## config.mk

```make
export PLATFORM = sky130hd
export DESIGN_NAME = stable_priority_list
export DESIGN_NICKNAME = d
export VERILOG_FILES = /design/src/rtl/spl_pkg.sv /design/src/rtl/spl_cell.sv /design/src/rtl/spl_chain.sv /design/src/rtl/stable_priority_list.sv
export SDC_FILE = /design/constraint.sdc
export NUM_CORES = 2
export LEC_CHECK = 0
export ABC_AREA = 0
export BUFFER_PORTS_ARGS = -buffer_cell sky130_fd_sc_hd__buf_2
export CORE_ASPECT_RATIO = 1.2
export CORE_MARGIN = 8
export CORE_UTILIZATION = 55
export DETAILED_ROUTE_END_ITERATION = 8
export PLACE_DENSITY = 0.69
export SYNTH_ARGS = -nofsm -noshare
export SYNTH_HDL_FRONTEND = slang
export SYNTH_SLANG_ARGS = --single-unit
```

## constraint.sdc

```tcl
create_clock -name clk -period 10.6 [get_ports clk]
set_input_delay 1.06 -clock clk [delete_from_list [all_inputs] [get_ports clk]]
set_output_delay 1.06 -clock clk [all_outputs]
set_load 0.03 [all_outputs]
```

## src/rtl/spl_pkg.sv

```systemverilog
package spl_pkg;

	// Default depth of the sorted store.
	localparam int CAPACITY_DEF = 16;

	// Field widths of one stored entry.
	localparam int ID_W   = 16;
	localparam int KEY_W  = 16;
	localparam int PRI_W  = 8;
	localparam int ARR_W  = 32;
	localparam int RT_W   = 16;

	// Request payload: id, key, priority, arrival, run time (88 bits, whole bytes).
	localparam int IN_BITS = ID_W + KEY_W + PRI_W + ARR_W + RT_W;
	localparam int IN_W    = ((IN_BITS + 7) / 8) * 8;

	// Result bits ahead of the occupancy field: ok, full_reject, head_valid and the head entry.
	localparam int RES_FIXED_BITS = 3 + IN_BITS;

	// Request kind carried in tuser.
	typedef enum logic {
		OP_INSERT = 1'b0,
		OP_DELETE = 1'b1
	} op_t;

	// One stored entry; the last field (id) sits in the lowest bits when packed.
	typedef struct packed {
		logic [RT_W-1:0]  run_time;
		logic [ARR_W-1:0] arrival;
		logic [PRI_W-1:0] priority_v;
		logic [KEY_W-1:0] key;
		logic [ID_W-1:0]  id;
	} entry_t;

	// Command broadcast to every cell of the row.
	typedef struct packed {
		logic   ins_en;
		logic   del_en;
		entry_t data;
	} cmd_t;

	// What a cell shows to its neighbours.
	typedef struct packed {
		entry_t entry;
		logic   used;
		logic   le;
		logic   found;
	} cell_view_t;

	// Status of the row as a whole.
	typedef struct packed {
		logic full;
		logic found;
	} chain_stat_t;

endpackage

```

## src/rtl/spl_cell.sv

```systemverilog
module spl_cell (
	input  logic               clk,
	input  logic               arst_n,
	input  spl_pkg::cmd_t      cmd,
	input  spl_pkg::cell_view_t left_view,
	input  spl_pkg::cell_view_t right_view,
	output spl_pkg::cell_view_t view
);
	import spl_pkg::*;

	entry_t entry_q;
	logic   used_q;
	entry_t entry_d;
	logic   used_d;
	logic   match;

	// Local compares against the broadcast request.
	assign match = used_q && (entry_q.id == cmd.data.id);

	always_comb begin
		view.entry = entry_q;
		view.used  = used_q;
		view.le    = used_q && (entry_q.key <= cmd.data.key);
		view.found = left_view.found | match;
	end

	// Next contents: keep, take the new entry, shift right on insert or shift left on delete.
	always_comb begin
		entry_d = entry_q;
		used_d  = used_q;
		if (cmd.ins_en) begin
			if (view.le) begin
				entry_d = entry_q;
				used_d  = used_q;
			end else if (left_view.le) begin
				entry_d = cmd.data;
				used_d  = 1'b1;
			end else begin
				entry_d = left_view.entry;
				used_d  = left_view.used;
			end
		end else if (cmd.del_en && view.found) begin
			entry_d = right_view.entry;
			used_d  = right_view.used;
		end
	end

	always_ff @(posedge clk or negedge arst_n) begin
		if (!arst_n) begin
			used_q <= 1'b0;
		end else begin
			used_q <= used_d;
		end
	end

	// Payload holds no reset; it is only read while the used bit is set.
	always_ff @(posedge clk) begin
		entry_q <= entry_d;
	end

endmodule

```

## src/rtl/spl_chain.sv

```systemverilog
module spl_chain #(
	parameter int CAPACITY = spl_pkg::CAPACITY_DEF
) (
	input  logic                 clk,
	input  logic                 arst_n,
	input  spl_pkg::cmd_t        cmd,
	output spl_pkg::entry_t      head_entry,
	output logic                 head_used,
	output spl_pkg::chain_stat_t stat
);
	import spl_pkg::*;

	cell_view_t views [CAPACITY];
	cell_view_t edge_left;
	cell_view_t edge_right;

	// The head sees a virtual neighbour that sorts before everything; the tail sees an empty one.
	always_comb begin
		edge_left       = '0;
		edge_left.used  = 1'b1;
		edge_left.le    = 1'b1;
		edge_left.found = 1'b0;
		edge_right      = '0;
	end

	for (genvar i = 0; i < CAPACITY; i++) begin : g_cell
		cell_view_t lv;
		cell_view_t rv;
		if (i == 0) begin : g_first
			assign lv = edge_left;
		end else begin : g_mid_l
			assign lv = views[i-1];
		end
		if (i == CAPACITY - 1) begin : g_last
			assign rv = edge_right;
		end else begin : g_mid_r
			assign rv = views[i+1];
		end
		spl_cell u_cell (
			.clk        (clk),
			.arst_n     (arst_n),
			.cmd        (cmd),
			.left_view  (lv),
			.right_view (rv),
			.view       (views[i])
		);
	end

	assign head_entry = views[0].entry;
	assign head_used  = views[0].used;
	assign stat.full  = views[CAPACITY-1].used;
	assign stat.found = views[CAPACITY-1].found;

endmodule

```

## src/rtl/stable_priority_list.sv

```systemverilog
// Stable sorted store of up to CAPACITY process entries, kept in ascending key order with equal
// keys in arrival order. Each request on the slave stream (tuser 0 = insert, 1 = delete by id)
// produces exactly one result on the master stream showing whether it succeeded, whether an
// insert was refused because the store was full, the head entry and the occupancy. A request is
// taken by the whole row together: every cell compares its key and id with the request at once and
// moves its entry to a neighbour in the same clock, so one request per cycle is sustained while
// results are taken; the result is registered and shows in the cycle after its request. The
// only long path is the one-bit first-match chain that runs along the row on a delete. No
// clearing pass is needed after reset.
module stable_priority_list #(
	parameter int CAPACITY = spl_pkg::CAPACITY_DEF,
	localparam int CW      = $clog2(CAPACITY + 1),
	localparam int OUT_W   = ((spl_pkg::RES_FIXED_BITS + CW + 7) / 8) * 8
) (
	input  logic                    clk,
	input  logic                    arst_n,
	input  logic                    s_tvalid,
	output logic                    s_tready,
	// proc_id, sort_key, proc_priority, arrival, run_time
	input  logic [spl_pkg::IN_W-1:0] s_tdata,
	// op
	input  logic                    s_tuser,
	output logic                    m_tvalid,
	input  logic                    m_tready,
	// ok, full_reject, head_valid, head_id, head_key, head_priority, head_arrival,
	// head_run_time, occupancy, zero padding
	output logic [OUT_W-1:0]        m_tdata
);
	import spl_pkg::*;

	logic          accept;
	op_t           op;
	cmd_t          cmd;
	entry_t        head_entry;
	entry_t        head_shown;
	logic          head_used;
	chain_stat_t   stat;
	logic          ok_d;
	logic          m_tvalid_q;
	logic          ok_q;
	logic          full_q;
	logic [CW-1:0] count_q;

	// A new request is taken whenever the result register is free or being emptied.
	assign s_tready = !m_tvalid_q || m_tready;
	assign accept   = s_tvalid && s_tready;
	assign op       = op_t'(s_tuser);

	always_comb begin
		cmd.data   = entry_t'(s_tdata[IN_BITS-1:0]);
		cmd.ins_en = accept && (op == OP_INSERT) && !stat.full;
		cmd.del_en = accept && (op == OP_DELETE);
		ok_d       = (op == OP_INSERT) ? !stat.full : stat.found;
	end

	spl_chain #(
		.CAPACITY (CAPACITY)
	) u_chain (
		.clk        (clk),
		.arst_n     (arst_n),
		.cmd        (cmd),
		.head_entry (head_entry),
		.head_used  (head_used),
		.stat       (stat)
	);

	// Result flags and occupancy; the head is read live from the first cell, which only
	// changes when the next transaction is taken.
	always_ff @(posedge clk or negedge arst_n) begin
		if (!arst_n) begin
			m_tvalid_q <= 1'b0;
			ok_q       <= 1'b0;
			full_q     <= 1'b0;
			count_q    <= '0;
		end else begin
			if (accept) begin
				m_tvalid_q <= 1'b1;
				ok_q       <= ok_d;
				full_q     <= (op == OP_INSERT) && stat.full;
				if (cmd.ins_en) begin
					count_q <= count_q + CW'(1);
				end else if (cmd.del_en && stat.found) begin
					count_q <= count_q - CW'(1);
				end
			end else if (m_tready) begin
				m_tvalid_q <= 1'b0;
			end
		end
	end

	assign head_shown = head_used ? head_entry : '0;
	assign m_tvalid   = m_tvalid_q;
	assign m_tdata    = OUT_W'({count_q, head_shown, head_used, full_q, ok_q});

endmodule

```

# Yosys cells after proc, flatten, opt, wreduce, memory -nomap -nowiden
# Index checks and enable logic that the tools add are counted.
# word_totals
register_bits,1432
in_bits,93
out_inout_bits,98
wordCells,388
# op_classes
n_addsub,2
order_cmp,16
eq_ne,32
muxes,132
n_bitwise,16
n_reduce_logical,90
# op_table
operator,n
88-bit 2-to-1 mux,64
16-bit == test,16
16-bit less-or-equal comparator,16
1-bit 2-to-1 mux,66
1-bit logical AND,53
2-bit AND reduction,17
2-bit nonzero test,17
2-bit != test (second input constant),16
1-bit bitwise OR,15
5-bit 2-to-1 mux,2
5-bit by 1-bit adder with 5-bit output (second input constant),1
5-bit by 1-bit subtractor with 5-bit output (second input constant),1
1-bit zero test,2
1-bit logical OR,1
1-bit NOT,1

# Depth between registers and ports, before layout
# depth
depth_word,20
mapped_depth,15
ltp_nobuf,11

# Hierarchy
# A second synthesis with hierarchy kept.
# hier_totals
hier_cells,7734
area_unflattened_um2,83119.7
# by_module_without_submodules
mod,n_inst,cells_each,area_each_um2,seq_area_each_um2
spl_cell at u_chain.g_cell[14].u_cell ...,11,474,5119.9,2667.6
spl_cell at u_chain.g_cell[0].u_cell ...,5,474,5141.2,2667.6
stable_priority_list,1,148,1087.3,200.2
spl_chain,1,2,7.5,0.0

# Worst setup path before layout
# No wires, ideal clock.
# synth_timing
path_type,input-to-reg
from,in s_tdata[19] (netlist bit)
to,"reg u_chain.g_cell[0].u_cell.entry_q, in the netlist u_chain.g_cell[0].u_cell.view[10], enable pin"
setup_time_ns,0.656
arrival_ns,9.215
t_required_ns,9.944
slack_ns,0.728
cell_stages,13
n_path_buf,4
cell_sequence,clkbuf_1 inv_1 ha_1 nand3_1 o22ai_1 o21a_1 o21ai_0 a21oi_1 o21ai_0 buf_2 buf_2 buf_2 o21ai_0
# synth_between
elab_chain_len,4
# synth_lines
item,line,rtl
"start, declared",stable_priority_list.sv:20,"input logic [spl_pkg::IN_W-1:0] s_tdata,"
16-bit less-or-equal comparator,spl_cell.sv:23,view.le = used_q && (entry_q.key <= cmd.data.key);
1-bit logical AND,spl_cell.sv:23,
2-bit != test (no source line),n/a,
2-bit AND reduction (no source line),n/a,
"end signal, assigned",spl_cell.sv:58,entry_q <= entry_d;
"end, declared",spl_cell.sv:11,entry_t entry_q;
# No other way between the ends.
# A chain may end at the register's enable or synchronous reset.

==> metrics.log <==
INFO  metric total_power = 16.6 mW
INFO  metric nFillCells = 13200
INFO  metric die_width = 378 microns
INFO  metric worst_slew_margin_rel = 18.8%
INFO  metric maxCapViolations = 0
INFO  metric start_util = 55.4%
INFO  metric power_per_cell_area = 179 nW/um^2
INFO  metric dr.pass1.iters = 6
INFO  metric mapped_cell_area = 86600 sq um
INFO  metric path_clk_slew = 0.06 ns
INFO  metric postCtsSetupRepairBufs = 0
INFO  metric vias_per_cell = 6.40
INFO  metric routed-wl-met2 = 126000 microns
INFO  metric synth_top_family_by_area = simple AND/OR/NAND/NOR gates
INFO  metric grt_max_degree = 281
INFO  metric place.port_buffers = 190
INFO  metric postCtsHoldBufs = 0
INFO  metric peakVddDrop = 0.162 mV
INFO  metric synth-compound-area-share = 12.4%
INFO  metric antenna_found_initial = 8
INFO  metric crit_path_top_delay_cell = sky130_fd_sc_hd__buf_4
INFO  metric report.final.slew_viol_count = 0
INFO  metric design.core.area = 156000 sq um
INFO  metric area.growth.synth_to_final = 7.36%
INFO  metric worst_setup_path_start_kind = input port
INFO  metric synth_seq_area_share = 49.5%
INFO  metric yosys.area_share.simple = 15.2%
INFO  metric synthesis.instances = 8798
INFO  metric synth_cell_types = 84
INFO  metric detailed_place_hpwl = 160000 microns
INFO  metric hold_viol_final = 0
INFO  metric sequential_cell_area = 42900 sq um
INFO  metric total_of_flip_flops_plus_latches_after_synthesis = 1432
INFO  metric cts-buffers-inserted = 157
INFO  metric num_rows = 159
INFO  metric initial_drc_count = 7832
INFO  metric grt_setup_unrepaired = no
INFO  metric m1_wire_length = 105000 microns
INFO  metric multiInputGateArea = 40300 sq um
INFO  metric timing.setup.tns = 0 ns
INFO  metric drc = 0
INFO  metric total_leakage_power = 36.2 nW
INFO  metric hold_slack = 0.262 ns
INFO  metric globalplace.congestion = 0.919
INFO  metric number_of_flops_mapped_to_enable_cells_by_yosys = 1408
INFO  metric fin_skew = 0.0332 ns
INFO  metric path_buf_inv = 5
INFO  metric pre_cts_ws = 4.62 ns
INFO  metric setup.worst_path.class = input port to flip-flop
INFO  metric run_status = finished clean
INFO  metric clock_tree.htree_level_count = 4
INFO  metric mux_cell_area_share_after_synthesis = 12.3%
INFO  metric worstSetupEndpointType = flip-flop
INFO  metric die_outline_area = 170000 sq um
INFO  metric finalNetCount = 8759
INFO  metric max-clock-path-buffers = 3
INFO  metric grt_pass1_vias = 67500
INFO  metric post_syn_area_per_cell = 9.84 sq um
INFO  metric finalInstanceArea = 93000 sq um
INFO  metric crit_path_max_incr_delay = 0.79 ns
INFO  metric final.setup.worst_slack = 5.29 ns
INFO  metric post_synth_arst_share = 1.68%
INFO  metric critPathRequiredTime = 11.11 ns
INFO  metric timing.reg2reg.setup_slack = 5.77 ns
INFO  metric tritoncts_num_sinks = 1432
INFO  metric post_cts_resize_count = 0
INFO  metric source_of_the_critical_timing_path = s_tdata[25]
INFO  metric global_route.overflow_total = 0
INFO  metric critical-path-top-delay-family = buffers and inverters
INFO  metric finalSetupViolCount = 0
INFO  metric timing.critical_path.fanout_max = 37
INFO  metric yosys.area_share.adder = 3.53%
INFO  metric cp.arrival = 5.82 ns
INFO  metric cp_common_cell = sky130_fd_sc_hd__buf_4
INFO  metric timing_worst_slew_pin_value = 1.21 ns
INFO  metric worstSkewPairLatency = 0.83 ns
INFO  metric final.period_utilization = 50.1%
INFO  metric r2r-start = u_chain.g_cell[1].u_cell.used_q
INFO  metric grtUsageTotal = 29.6%
INFO  metric met3_wirelength = 18800 microns
INFO  metric cts.root.buffer_cell = sky130_fd_sc_hd__clkbuf_16
INFO  metric min_path_type = input port to async pin
INFO  metric synth_fp_nets = 9135
INFO  metric tritoncts_clock_tree = yes
INFO  metric post_route_cells_drive_above_1_share = 7.96%
INFO  metric io-pin-count = 191
INFO  metric synthesis.yosys.warnings = 0
INFO  metric finalCriticalPeriod = 5.31 ns
INFO  metric cp_cell_sequence = buf_2, inv_1, ha_1, nand2_1, nor4_1, o21ai_0, a31oi_4, buf_4, buf_4, buf_4, mux2i_1, o21ai_0
INFO  metric detail-route-antenna-nets = 0
INFO  metric fmaxAchievable = 188 MHz
INFO  metric synth_xor_xnor_area_share = 2.63%
INFO  metric chipHeight = 451 microns
INFO  metric wl = 263000 microns
INFO  metric via_count = 68200
INFO  metric avg_wl_per_cell = 24.7 microns
INFO  metric synthFlopType = sky130_fd_sc_hd__edfxtp_1
INFO  metric placed_cell_area = 88000 sq um
INFO  metric dr.max_layer_used = met5
INFO  metric first_pass_grt_wire_length = 400000 microns
==> registers in the layout (all words and copies together) (netlist names) <==
name,count
m_tvalid,1
u_chain.g_cell.u_cell.view,1408
u_chain.g_cell.u_cell.used_q,16
count_q,5
full_q,1
ok_q,1
==> kinds of logic (layout without fill, tap and decap cells) <==
| family | Yosys count | count (layout) |
|---|---|---|
| AO/OA/AOI/OAI | 1870 | 1870 |
| XOR/XNOR | 259 | 259 |
| adder cells (fa/ha/maj) | 244 | 244 |
| buffers and inverters | 890 | 644 |
| flip-flops | 1432 | 1432 |
| multiplexers | 1054 | 1054 |
| other | 0 | 7 |
| AND/OR/NAND/NOR | 3049 | 3049 |
==> cells in the mapped netlist (all sizes together), types with 5 or more instances <==
master,instances,area share (%)
a211o,5,0.051
a211oi,350,3.0
a21o,38,0.33
a21oi,434,2.5
a22oi,6,0.058
a311oi,15,0.15
a31oi,91,0.66
and2,92,0.66
and4,9,0.097
buf,184,1.3
clkbuf,660,2.9
dfrtp,24,0.69
edfxtp,1408,49
ha,243,3.5
inv,46,0.20
mux2,92,1.2
mux2i,962,11
nand2,1453,6.3
nand2b,10,0.081
nand3,128,0.76
nand4,96,0.71
nand4b,6,0.061
nor2,839,3.6
nor2b,25,0.18
nor3,219,1.3
nor3b,88,0.76
nor4,44,0.35
nor4b,11,0.12
o211ai,12,0.10
o21a,14,0.12
o21ai,868,5.0
o22ai,5,0.036
or2,6,0.043
or3,6,0.043
or4,7,0.065
xnor2,147,1.5
xor2,112,1.1
==> cell type report <==
| cell class | instances | area share, % |
|---|---|---|
| diodes | 7 | 0.0188 |
| clock buffers | 209 | 4.52 |
| inverters | 46 | 0.194 |
| well taps | 2093 | 2.82 |
| repair buffers | 309 | 2.12 |
| clock inverters | 80 | 0.840 |
| flip-flops and latches | 1432 | 46.1 |
| multi-input cells | 6476 | 43.4 |
==> metal layers <==
metal,track usage (%),vias to the layer above
li1,-,31100
met1,37.9,33400
met2,49.4,3031
met3,4.12,697
met4,14.7,4
met5,0,-
==> layout by cell type (no fill, tap or decap), drive strengths merged, types with 12 or more instances in the layout <==
cell type and count:
nand2 1453, edfxtp 1408, mux2i 962, o21ai 868, nor2 839, a21oi 434
a211oi 350, buf 309, ha 243, nor3 219, clkbuf 209, xnor2 147
nand3 128, xor2 112, nand4 96, and2 92, mux2 92, a31oi 91
nor3b 88, inv 56, clkinv 55, nor4 44, a21o 38, nor2b 25
dfrtp 24, a311oi 15, o21a 14, o211ai 12, bufinv 12
==> per-stage QoR <==
step / instances / util, %
2_1_floorplan: 8798 / -
3_3_place_gp: 10400 / 56.3
3_5_place_dp: 10400 / 56.3
4_1_cts: 10600 / 59.5
5_1_grt: 10600 / 59.5
6_report: 10700 / 59.5
==> power by group <==
| part | total [mW] | switching (mW) | internal, mW |
|---|---|---|---|
| Clock | 5.50 | 2.40 | 3.10 |
| Combinational | 4.15 | 2.75 | 1.41 |
| Sequential | 6.98 | 0.358 | 6.62 |
==> worst reg2reg max path: stages, from the launching register on <==
cell,delay (ns)
sky130_fd_sc_hd__dfrtp_4,0.95
sky130_fd_sc_hd__buf_4,0.80
sky130_fd_sc_hd__buf_4,0.72
sky130_fd_sc_hd__o211ai_1,0.35
sky130_fd_sc_hd__o21ai_0,0.36
sky130_fd_sc_hd__nand2_4,0.44
sky130_fd_sc_hd__buf_4,0.63
sky130_fd_sc_hd__mux2_2,0.47
==> path summary, 6_finish.rpt <==
check                                                    end  depth (start not counted)
setup / recovery           u_chain.g_cell[6].u_cell.view[12]                         12
hold / removal                                    count_q[0]                          1
setup reg to reg             u_chain.g_cell[1].u_cell.used_q                          7
hold reg to reg                                         ok_q                          1
max in group asynchronous    u_chain.g_cell[1].u_cell.used_q                          1
min in group clk                                        ok_q                          1
No activity file was read; power rests on OpenSTA's default activity.
